## src/rtl/bpc_pkg.sv

```systemverilog
`timescale 1ns / 1ps
// ----------------------------------------------------------------------------
// bpc_pkg
// shared types and widths for the pressure and temperature compensation block
// ----------------------------------------------------------------------------
package bpc_pkg;

    // datapath widths
    localparam int RAW_W  = 24;  // raw conversion words
    localparam int CAL_W  = 16;  // calibration words
    localparam int OUT_W  = 32;  // result words
    localparam int COMP_W = 40;  // offset and sensitivity, signed

    // factory calibration set
    typedef struct packed {
        logic [CAL_W-1:0] sens_ref;
        logic [CAL_W-1:0] off_ref;
        logic [CAL_W-1:0] sens_tempco;
        logic [CAL_W-1:0] off_tempco;
        logic [CAL_W-1:0] temp_ref;
        logic [CAL_W-1:0] temp_tempco;
    } t_cal;

endpackage

```

## src/rtl/bpc_apb_regs.sv

```systemverilog
`timescale 1ns / 1ps
// ----------------------------------------------------------------------------
// bpc_apb_regs
// apb register file holding the six calibration words
// ----------------------------------------------------------------------------
module bpc_apb_regs
    import bpc_pkg::*;
(
    input  logic        i_clk,
    input  logic        i_rst_n,
    input  logic        psel,
    input  logic        penable,
    input  logic        pwrite,
    input  logic [4:0]  paddr,
    input  logic [31:0] pwdata,
    output logic [31:0] prdata,
    output logic        pready,
    output t_cal        o_cal
);

    localparam logic [2:0] REG_SENS_REF    = 3'd0;
    localparam logic [2:0] REG_OFF_REF     = 3'd1;
    localparam logic [2:0] REG_SENS_TEMPCO = 3'd2;
    localparam logic [2:0] REG_OFF_TEMPCO  = 3'd3;
    localparam logic [2:0] REG_TEMP_REF    = 3'd4;
    localparam logic [2:0] REG_TEMP_TEMPCO = 3'd5;

    t_cal       r_cal;
    t_cal       n_cal;
    logic [2:0] w_idx;
    logic       w_wr;

    assign pready = 1'b1;
    assign w_idx  = paddr[4:2];
    assign w_wr   = psel & penable & pwrite;

    always_comb begin
        n_cal = r_cal;
        if (w_wr) begin
            case (w_idx)
                REG_SENS_REF:    n_cal.sens_ref    = pwdata[CAL_W-1:0];
                REG_OFF_REF:     n_cal.off_ref     = pwdata[CAL_W-1:0];
                REG_SENS_TEMPCO: n_cal.sens_tempco = pwdata[CAL_W-1:0];
                REG_OFF_TEMPCO:  n_cal.off_tempco  = pwdata[CAL_W-1:0];
                REG_TEMP_REF:    n_cal.temp_ref    = pwdata[CAL_W-1:0];
                REG_TEMP_TEMPCO: n_cal.temp_tempco = pwdata[CAL_W-1:0];
                default:         n_cal = r_cal;
            endcase
        end
    end

    always_ff @(posedge i_clk) begin
        if (!i_rst_n) begin
            r_cal <= '0;
        end else begin
            r_cal <= n_cal;
        end
    end

    always_comb begin
        case (w_idx)
            REG_SENS_REF:    prdata = {16'b0, r_cal.sens_ref};
            REG_OFF_REF:     prdata = {16'b0, r_cal.off_ref};
            REG_SENS_TEMPCO: prdata = {16'b0, r_cal.sens_tempco};
            REG_OFF_TEMPCO:  prdata = {16'b0, r_cal.off_tempco};
            REG_TEMP_REF:    prdata = {16'b0, r_cal.temp_ref};
            REG_TEMP_TEMPCO: prdata = {16'b0, r_cal.temp_tempco};
            default:         prdata = '0;
        endcase
    end

    assign o_cal = r_cal;

endmodule

```

## config.mk

```make
export PLATFORM = sky130hd
export DESIGN_NAME = bpc_apb_regs
export DESIGN_NICKNAME = d
export VERILOG_FILES = /design/src/rtl/bpc_pkg.sv /design/src/rtl/bpc_apb_regs.sv
export SDC_FILE = /design/constraint.sdc
export NUM_CORES = 1
export LEC_CHECK = 0
export BUFFER_PORTS_ARGS = -buffer_cell sky130_fd_sc_hd__buf_2
export CAP_MARGIN = 20
export CELL_PAD_IN_SITES_DETAIL_PLACEMENT = 1
export CELL_PAD_IN_SITES_GLOBAL_PLACEMENT = 1
export CORE_ASPECT_RATIO = 0.7
export CORE_MARGIN = 3
export CORE_UTILIZATION = 33
export CTS_CLUSTER_SIZE = 20
export DETAILED_ROUTE_END_ITERATION = 6
export PLACE_DENSITY = 0.83
export SLEW_MARGIN = 40
export SYNTH_ARGS = -nofsm -noshare
export SYNTH_HDL_FRONTEND = slang
export SYNTH_SLANG_ARGS = --single-unit
```

## constraint.sdc

```tcl
create_clock -name i_clk -period 1.2 [get_ports i_clk]
set_clock_uncertainty 0.2 [all_clocks]
set_input_delay 0 -clock i_clk [delete_from_list [all_inputs] [get_ports i_clk]]
set_output_delay 0 -clock i_clk [all_outputs]
set_load 0.05 [all_outputs]
```

==> impl_metrics.csv <==
group,metric,value,unit
critical_path,crit_arrival,1550,ps
placed_design,pre_cts_slack,-319,ps
clocking,cts_root_buffer,"clkbuf_16",
die,rows,35,
cells_and_area,drive_gt1_share,61.3,%
drt,antenna_left,0,
critical_path,path_class,"reg -> out",
power_and_ir_drop,ir_worst_vdd,0.735,mV
critical_path,crit_required,1000,ps
timing,slew_violations,0,
timing,rsz0062_at_grt,"yes",
drt,num_vias,4526,
power_and_ir_drop,power_frac_seq,44.6,%
die,start_util,34.0,%
logic_synthesis,postSynthAreaPerCell,10.0,µm²
cells_and_area,nNetsFinal,748,
logic_synthesis,syn-cell-area,4510,µm²
timing,finalSetupViolCount,22,
power_and_ir_drop,p_sw,2.02,mW
critical_path,critPathMaxFanout,2,
drt,wl_per_cell,22.8,µm
drt,avgViaCountPerCell,5.05,
placed_design,portBuffers,135,
global_route,grt_pass1_vias,4983,
global_route,grt_usage,24.8,%
logic_synthesis,yosysUniqueCellTypes,28,
clocking,cts.clk_slew.worst_paths,70,ps
clocking,cts_max_path_buffers,2,
timing,finalCriticalPeriod,1750,ps
timing,period_share,146,%
logic_synthesis,synth_top_cell_by_area,"dfxtp_1",
clocking,h-tree-depth,3,
logic_synthesis,yosys_warnings,0,
timing,fin_hold_ws,-52.8,ps
drt,drtIter0Drc,155,
clocking,cts_tree,"built",
die,dieArea,15100,µm²
power_and_ir_drop,p_clk_share,41.1,%
timing,tns,-7250,ps
logic_synthesis,synth-seq-area-share,42.6,%
power_and_ir_drop,pwr-share-comb,14.4,%
cells_and_area,num-fill-cells,1404,
cells_and_area,finish.instance_area,7980,µm²
die,die_h,104,µm
logic_synthesis,postSynthCellCount,451,
drt,finalWirelength,20.4,mm
placed_design,dpl.hpwl,12.9,mm
die,boundaryPins,171,
flow_run,max_cap_viol_count,0,
power_and_ir_drop,intPower,5.07,mW
drt,drc_errors,0,
timing,fmax,573,MHz
global_route,grt_max_degree,40,
power_and_ir_drop,leakage,3.30,nW
clocking,cts_sinks,96,
timing,hold_viol,78,
critical_path,end_kind,"output pin",
power_and_ir_drop,powerDensity,889,nW/µm²
placed_design,placed_cells,860,
global_route,grt_pass1_wl,29.4,mm
global_route,grt-ovfl-total,0,
cells_and_area,instances_no_fill,896,
logic_synthesis,synth_top_area_share,42.6,%
placed_design,routabilityCongestion,0.834,
die,coreArea,13300,µm²
cells_and_area,n_antenna_cell,0,
logic_synthesis,synth_seq_cells,96,
cells_and_area,synthToLayoutAreaGrowth,76.9,%
outcome,status,"complete, but fails checks",
clocking,clkLatencyLatePin,350,ps
logic_synthesis,synthTopCellsByArea,"dfxtp_1, mux2i_1, nand2_1",
clocking,cts_made_buffers,9,
global_route,antenna_found_initial,0,
outcome,violations,"hold timing, setup timing",
drt,drt_pre_antenna_iters,4,
cells_and_area,largest_reg_flops,96,
timing,worst_slack,-546,ps
die,fp.dieW,146,µm
critical_path,cp-start-kind,"flop",
power_and_ir_drop,p_sw_share,28.5,%
placed_design,place_area,6590,µm²
min_path,hp-class,"in -> reg",
## critical path, stage by stage, from the launching register on
cell and delay [ps]:
dfxtp_2 330, mux2_4 270, a221oi_2 240, buf_4 160
a21oi_4 30, buf_6 160
## placed cells by master, fill, tap and decap left out, types with 2 or more instances in the layout
cell / n
nand2_1: 116
buf_4: 105
mux2i_1: 100
buf_6: 83
dfxtp_2: 55
dfxtp_4: 32
buf_2: 30
buf_8: 22
dlygate4sd3_1: 18
mux2_2: 17
conb_1: 17
mux2_4: 12
a22oi_2: 12
clkbuf_16: 11
buf_12: 11
o21ai_4: 9
dfxtp_1: 9
clkbuf_4: 7
nor2_4: 4
nor2b_1: 3
a32oi_1: 3
o211ai_1: 3
mux2i_2: 3
nor3_4: 3
inv_4: 3
a32oi_4: 2
a22oi_1: 2
a21oi_4: 2
nor3_1: 2
a221o_2: 2
a32oi_2: 2
inv_6: 2
## synth_stat cells (all sizes together)
cell and count:
a22oi 14, nand4 1, nor3b 1, inv 1
a32oi 7, clkbuf 14, and2 1, a221o 2
conb 2, dfxtp 96, buf 34, nor3 5
o21ai 9, mux2i 103, nor2 4, nand2b 1
nand4b 1, o211ai 3, a21oi 2, nor2b 3
nand2 116, a221oi 2, mux2 29
## cell type report
cell class | count | area, µm² | share of cell area [%]
Clock inverter | 6 | 45.0 | 0.565
Tap cell | 185 | 231 | 2.90
Timing Repair Buffer | 277 | 2680 | 33.6
Inverter | 1 | 7.51 | 0.0941
Clock buffer | 10 | 250 | 3.14
Multi-Input combinational cell | 321 | 2650 | 33.2
Sequential cell | 96 | 2110 | 26.5
## final timing paths
check / start / end / slack [ps] / depth (start not counted)
min: i_rst_n / o_cal[82] / -50 / 4
min reg2reg: o_cal[37] / o_cal[37] / 280 / 2
max: o_cal[95] / prdata[15] / -550 / 5
max reg2reg: o_cal[17] / o_cal[17] / 160 / 2
## power groups by stage
stage / sequential (mW) / clock, mW / combinational (mW)
finish: 3.16 / 2.91 / 1.02
global route: 3.16 / 3.11 / 1.06
CTS: 3.16 / 2.96 / 0.955
detailed placement: 3.23 / 0 / 0.856
global placement: 3.23 / 0 / 0.833
floorplan: 3.31 / 0 / 0.510
## what timing repair did
| action | CTS | global route |
|---|---|---|
| endpoints found under the setup margin | 94 | 104 |
| resized for setup | 175 | 93 |
| hold endpoints to repair | 96 | 78 |
| hold buffers | 18 | 1 |
| pin swaps | 12 | 12 |
| gates cloned | 0 | 1 |
| buffers inserted | 0 | 3 |
## stage by stage
stage	utilization [%]	power [mW]
6_report	60.1	7.09
5_1_grt	60.1	7.33
4_1_cts	57.5	7.07
3_5_place_dp	49.6	4.09
3_3_place_gp	49.6	4.06
2_1_floorplan	-	3.82
## routing by layer
metal | part of all wire [%] | track usage (%)
met2 | 51 | 44.1
met4 | 3.5 | 8.81
met3 | 4.5 | 5.07
met1 | 41 | 29.6
met5 | 0 | 0
## kinds of logic (layout without fill, tap and decap cells)
group | Yosys count | in the layout | synth area share, %
multiplexers | 132 | 132 | 30.1
other | 2 | 17 | 0.167
AO/OA/AOI/OAI | 39 | 39 | 6.24
buffers and inverters | 49 | 294 | 7.27
flip-flops | 96 | 96 | 42.6
AND/OR/NAND/NOR | 133 | 133 | 13.6
Note: power is estimated with default switching activity, not from simulation.
