## src/rtl/bpc_pkg.sv

```systemverilog
`timescale 1ns / 1ps
// ----------------------------------------------------------------------------
// bpc_pkg
// shared types and widths for the pressure and temperature compensation block
// ----------------------------------------------------------------------------
package bpc_pkg;

    // datapath widths
    localparam int RAW_W  = 24;  // raw conversion words
    localparam int CAL_W  = 16;  // calibration words
    localparam int OUT_W  = 32;  // result words
    localparam int COMP_W = 40;  // offset and sensitivity, signed

    // factory calibration set
    typedef struct packed {
        logic [CAL_W-1:0] sens_ref;
        logic [CAL_W-1:0] off_ref;
        logic [CAL_W-1:0] sens_tempco;
        logic [CAL_W-1:0] off_tempco;
        logic [CAL_W-1:0] temp_ref;
        logic [CAL_W-1:0] temp_tempco;
    } t_cal;

endpackage

```

## src/rtl/bpc_press.sv

```systemverilog
`timescale 1ns / 1ps
// ----------------------------------------------------------------------------
// bpc_press
// three-stage pressure pipeline: split D1*SENS product, sum, offset and scale
// ----------------------------------------------------------------------------
module bpc_press
    import bpc_pkg::*;
(
    input  logic                     i_clk,
    input  logic                     i_rst_n,
    input  logic                     i_valid,
    output logic                     o_ready,
    input  logic [RAW_W-1:0]         i_d1,
    input  logic [COMP_W-1:0]        i_sens,
    input  logic [COMP_W-1:0]        i_off,
    input  logic signed [OUT_W-1:0]  i_temperature,
    output logic                     o_valid,
    input  logic                     i_ready,
    output logic signed [OUT_W-1:0]  o_temperature_centi,
    output logic signed [OUT_W-1:0]  o_pressure_centi
);

    logic r_v1, r_v2, r_v3;
    logic w_en1, w_en2, w_en3;

    assign w_en3   = !r_v3 || i_ready;
    assign w_en2   = !r_v2 || w_en3;
    assign w_en1   = !r_v1 || w_en2;
    assign o_ready = w_en1;

    always_ff @(posedge i_clk) begin
        if (!i_rst_n) begin
            r_v1 <= 1'b0;
            r_v2 <= 1'b0;
            r_v3 <= 1'b0;
        end else begin
            if (w_en1) r_v1 <= i_valid;
            if (w_en2) r_v2 <= r_v1;
            if (w_en3) r_v3 <= r_v2;
        end
    end

    // stage 1: partial products on low and high halves of sens
    logic [43:0]             n_pp_lo, r_pp_lo;
    logic signed [44:0]      n_pp_hi, r_pp_hi;
    logic [COMP_W-1:0]       r_off1, r_off2;
    logic signed [OUT_W-1:0] r_t1, r_t2;

    assign n_pp_lo = i_d1 * i_sens[19:0];
    assign n_pp_hi = $signed({1'b0, i_d1}) * $signed(i_sens[39:20]);

    always_ff @(posedge i_clk) begin
        if (w_en1) begin
            r_pp_lo <= n_pp_lo;
            r_pp_hi <= n_pp_hi;
            r_off1  <= i_off;
            r_t1    <= i_temperature;
        end
    end

    // stage 2: full product, exact in 64 bits
    logic [63:0] r_prod;

    always_ff @(posedge i_clk) begin
        if (w_en2) begin
            r_prod <= {r_pp_hi[43:0], 20'b0} + {20'b0, r_pp_lo};
            r_off2 <= r_off1;
            r_t2   <= r_t1;
        end
    end

    // stage 3: subtract offset, floor shift to hundredths of millibar
    logic [43:0]             n_x;
    logic signed [OUT_W-1:0] r_press, r_temp;

    assign n_x = {r_prod[63], r_prod[63:21]} - {{4{r_off2[39]}}, r_off2};

    always_ff @(posedge i_clk) begin
        if (w_en3) begin
            r_press <= $signed({{3{n_x[43]}}, n_x[43:15]});
            r_temp  <= r_t2;
        end
    end

    assign o_valid             = r_v3;
    assign o_temperature_centi = r_temp;
    assign o_pressure_centi    = r_press;

    // with the output register empty the whole pipe can move
    a_ready_when_empty: assert property (@(posedge i_clk) disable iff (!i_rst_n)
        !r_v3 |-> o_ready)
        else $error("pipe refused a beat with empty output");

    // a stalled product stage keeps its partial products
    a_pp_hold: assert property (@(posedge i_clk) disable iff (!i_rst_n)
        r_v1 && !w_en2 |=> r_v1 && $stable(r_pp_lo) && $stable(r_pp_hi))
        else $error("partial products lost under stall");

    // a result only appears when the stage behind held one
    a_out_source: assert property (@(posedge i_clk) disable iff (!i_rst_n)
        $rose(r_v3) |-> $past(r_v2))
        else $error("result appeared from an empty stage");

endmodule

```

## config.mk

```make
export PLATFORM = sky130hd
export DESIGN_NAME = bpc_press
export DESIGN_NICKNAME = d
export VERILOG_FILES = /design/src/rtl/bpc_pkg.sv /design/src/rtl/bpc_press.sv
export SDC_FILE = /design/constraint.sdc
export NUM_CORES = 2
export LEC_CHECK = 0
export ABC_AREA = 0
export BUFFER_PORTS_ARGS = -buffer_cell sky130_fd_sc_hd__buf_2
export CAP_MARGIN = 5
export CORE_ASPECT_RATIO = 0.7
export CORE_MARGIN = 1.5
export CORE_UTILIZATION = 35
export CTS_BUF_LIST = sky130_fd_sc_hd__clkbuf_16
export DETAILED_ROUTE_END_ITERATION = 12
export GPL_TIMING_DRIVEN = 0
export PLACE_DENSITY_LB_ADDON = 0.05
export SLEW_MARGIN = 10
export SYNTH_ARGS = -nofsm -noshare
export SYNTH_HDL_FRONTEND = slang
export SYNTH_SLANG_ARGS = --single-unit
```

## constraint.sdc

```tcl
create_clock -name i_clk -period 10.55 [get_ports i_clk]
set_clock_uncertainty 0.05 [all_clocks]
set_input_delay 2.11 -clock i_clk [delete_from_list [all_inputs] [get_ports i_clk]]
set_output_delay 2.11 -clock i_clk [all_outputs]
set_load 0.02 [all_outputs]
```

==> metrics.md <==
| Metric | Value |
|---|---|
| Outcome | `completed` |
| WL/cell | `24.26 µm` |
| Top delay family on crit path | `adder cells` |
| Nets | `roughly 6000` |
| Share of layout cells above drive strength 1 | `around 5.7%` |
| Port bufs | `between 150 and 200` |
| Grt ovf | `0` |
| Reg2reg start | `r_prod[25]$_DFFE_PP_` |
| Die Wd | `about 430 µm` |
| Crit path top cell by count | `fa_1` |
| Final slew viol count | `0` |
| HPWL after DPL | `approximately 120 mm` |
| Gp weighted congestion | `about 0.92` |
| Routing usage on met2 | `33.91%` |
| CTS resizes | `0` |
| CTS clk-pin slew, worst paths | `about 80 ps` |
| WP data required | `10780 ps` |
| Syn nets | `5680` |
| Yosys Warn Count | `0` |
| CTS tree | `built` |
| CP cell instances | `buf_2 -> clkbuf_1 -> clkbuf_2 -> nand2_1 -> fa_1 -> fa_1 -> inv_1 -> fa_1 -> fa_1 -> fa_1 -> fa_1 -> fa_1 -> ha_1 -> a21o_1 -> a21o_1 -> a21oi_1 -> o21ai_0 -> a21o_1 -> o31ai_2 -> o21bai_1 -> a31o_1 -> a21oi_1 -> xnor2_1` |
| Initial Util | `35.48%` |
| M3 GR Usage | `approximately 5%` |
| First-pass GRT wire length | `around 220 mm` |
| Hold Vio Cnt, Final | `0` |
| Synth top area cells | `fa_1, edfxtp_1, ha_1` |
| Hold-fix buffers, CTS | `0` |
| RSZ-0062 raised after global routing | `no` |
| Post-synth cell types | `between 70 and 80` |
| GRT Resource Usage Total | `roughly a quarter` |
| Area fraction of the dominant cell type after synthesis | `roughly 36%` |
| TritonCTS buffer count | `26` |
| Post-route clock period utilization | `97.67%` |
| Post-route setup TNS | `0 ps` |
| Main synth FF type | `edfxtp_1` |
| Met1 Resource Use GR | `38.18%` |
| Routed WL | `between 150 and 200 mm` |
| Hold path cells | `0` |
| Post-Synthesis Cell Area | `approximately 44000 µm²` |
| Core area | `around 120000 µm²` |
| Synth Register Bits | `around 320` |
| Critical Path AT | `10530 ps` |
| Initial antenna violation count | `29` |
| Commonest non-fill, non-tap cell in the layout | `inv_1` |
| Fill cells | `between 10000 and 15000` |
| Root Buffer | `clkbuf_16` |
| Worst skew pair latency | `between 500 and 600 ps` |
| Crit-path max FO | `10` |
| Max transition margin | `under 10%` |
| Via count | `30956` |
| CTS max path bufs | `3` |
| Worst Setup End Kind | `register` |
| Min Tclk post-route | `10300 ps` |
| Seq/Total Area, Yosys | `around 22%` |
| Cell count after synthesis | `~4400` |
| Vias in the first global route | `31916` |
| Post-synth EDFFs | `between 300 and 400` |
| Final ANT Viol Nets | `0` |
| Mean Syn Cell Area | `about 10 µm²` |
| Postcts setup bufs | `0` |
| Top Ports | `roughly 210` |
| Synthesis-to-layout area growth | `9.076%` |
| Maxcap violations | `0` |
| Hold Crit Start | `r_t1[31]$_DFFE_PP_` |
| DRT Pass-1 Iters | `7` |
| Asr flop ratio synth | `0%` |
| H-tree Lvls | `1` |
| Pin count of the biggest net entering global routing | `50` |
| Critical Path Start Type | `primary input` |
| Cell taking the most area after synthesis | `fa_1` |
| # DRC | `0` |
| Footprint of the multi-input gates | `around 30000 µm²` |
| Crit Path Class | `primary input to register` |
| Max incr delay on CP | `roughly 800 ps` |
| Vias/cell | `between 4 and 5` |
| Finished Core Util | `between 30% and 40%` |
| Reg2Reg Depth | `11` |
| WP buf/inv | `4` |
| Worst flop-to-flop path endpoint | `o_pressure_centi[27]$_DFFE_PP_` |
| Row count | `108` |
| Chip height | `about 300 µm` |
| Setup violations, final | `0` |
| Worst R2R Setup Slack | `between 6000 and 7000 ps` |
| Commonest cells after routing, fill and taps aside | `inv_1, fa_1, nand2_1` |
| Max Clk Rate | `around 97 MHz` |
| Drt initial violations | `around 2500` |
| CTS sink count | `319` |
| Reg area | `approximately 9500 µm²` |
| Hold path endpoint | `r_t2[31]$_DFFE_PP_` |
| Hold WC Path Type | `register to register` |
| Die area | `between 100000 and 150000 µm²` |
| Busiest layer in global routing | `met1` |
| Worst slew pin tran | `1407 ps` |
| Crit-path slowest cell | `clkbuf_1` |
==> worst max path at each step <==
stage | start | endpoint | slack (ps) | depth (start not counted)
floorplan | i_sens[23] | r_pp_hi[39]$_DFFE_PP_ | 1840 | 25
CTS | i_d1[0] | r_pp_lo[42]$_DFFE_PP_ | 50 | 23
finish | i_d1[1] | r_pp_lo[42]$_DFFE_PP_ | 250 | 23
global route | i_d1[1] | r_pp_lo[42]$_DFFE_PP_ | 120 | 23
detailed placement | i_d1[0] | r_pp_lo[42]$_DFFE_PP_ | -520 | 23
global placement | i_ready | o_ready | -900 | 4
==> cell families after synthesis <==
group,after synthesis,synth area share (%)
AND/OR/NAND/NOR,1223,13.80
adder cells (fa/ha/maj),1177,46.64
buffers and inverters,1132,9.637
AO/OA/AOI/OAI,380,5.703
flip-flops,319,21.60
XOR/XNOR,129,2.556
multiplexers,3,0.06793
==> final cells by class <==
| type | count | share of cell area (%) |
|---|---|---|
| Sequential cell | 319 | 19.80 |
| Tap cell | 1650 | 4.281 |
| Timing Repair Buffer | 189 | 2.211 |
| Buffer | 195 | 1.585 |
| Antenna cell | 13 | 0.06746 |
| Multi-Input combinational cell | 2912 | 63.08 |
| Clock inverter | 19 | 0.2698 |
| Clock buffer | 27 | 1.401 |
| Inverter | 937 | 7.299 |
==> metrics by stage <==
stage               setup WS (ps)  hold slack, ps  std cells  cell area, µm²
floorplan                    1844           350.3       4363           44210
global placement           -896.8           350.4       6196           47190
detailed placement         -518.1           354.5       6202           47380
CTS                         46.01           356.7       6248           48180
global route                123.6           361.2       6248           48190
finish                      245.9           353.0       6261           48220
==> registers in the layout, summed over array words and instances, names as in the netlist <==
| signal | cells |
|---|---|
| o_pressure_centi | 29 |
| o_temperature_centi | 32 |
| o_valid | 1 |
| r_off1 | 40 |
| r_off2 | 40 |
| r_pp_hi | 44 |
| r_pp_lo | 24 |
| r_prod | 43 |
| r_t1 | 32 |
| r_t2 | 32 |
| r_v1 | 1 |
| r_v2 | 1 |
==> cells in the mapped netlist (all sizes together), types with 5 or more instances <==
| master | n |
|---|---|
| or2 | 5 |
| a21oi | 116 |
| nor2 | 72 |
| nand2 | 539 |
| fa | 785 |
| xor2 | 51 |
| nor2b | 15 |
| clkbuf | 191 |
| a21o | 73 |
| inv | 937 |
| o31ai | 5 |
| or3 | 5 |
| a21boi | 11 |
| o21ai | 64 |
| o21bai | 12 |
| a31o | 5 |
| nand3b | 7 |
| a31oi | 10 |
| o211ai | 10 |
| nand3 | 26 |
| a211oi | 14 |
| nand2b | 30 |
| nand4 | 18 |
| a221oi | 8 |
| xnor2 | 78 |
| and3 | 21 |
| ha | 392 |
| and2 | 460 |
| o21a | 16 |
| edfxtp | 316 |
| nor3 | 15 |
==> worst register-to-register path, stage by stage, from the launching register on <==
cell      delay, ps
edfxtp_1        370
ha_1            300
a21o_1          170
a21o_1          180
a21o_1          180
a32oi_1         760
a211oi_1        320
or2_1           340
a31o_2          300
a221oi_1        410
o21bai_1        150
xor2_1          160
==> per-layer routing <==
layer | vias to the layer above | wire length, µm
li1 | 13848 | -
met2 | 992 | 62770
met4 | 4 | 2501
met5 | - | 29
met1 | 16002 | 73440
met3 | 110 | 13170
Power is left out: the tool's default activity adds up to more than one toggle a clock period on the data nets, which glitch-free logic cannot reach.
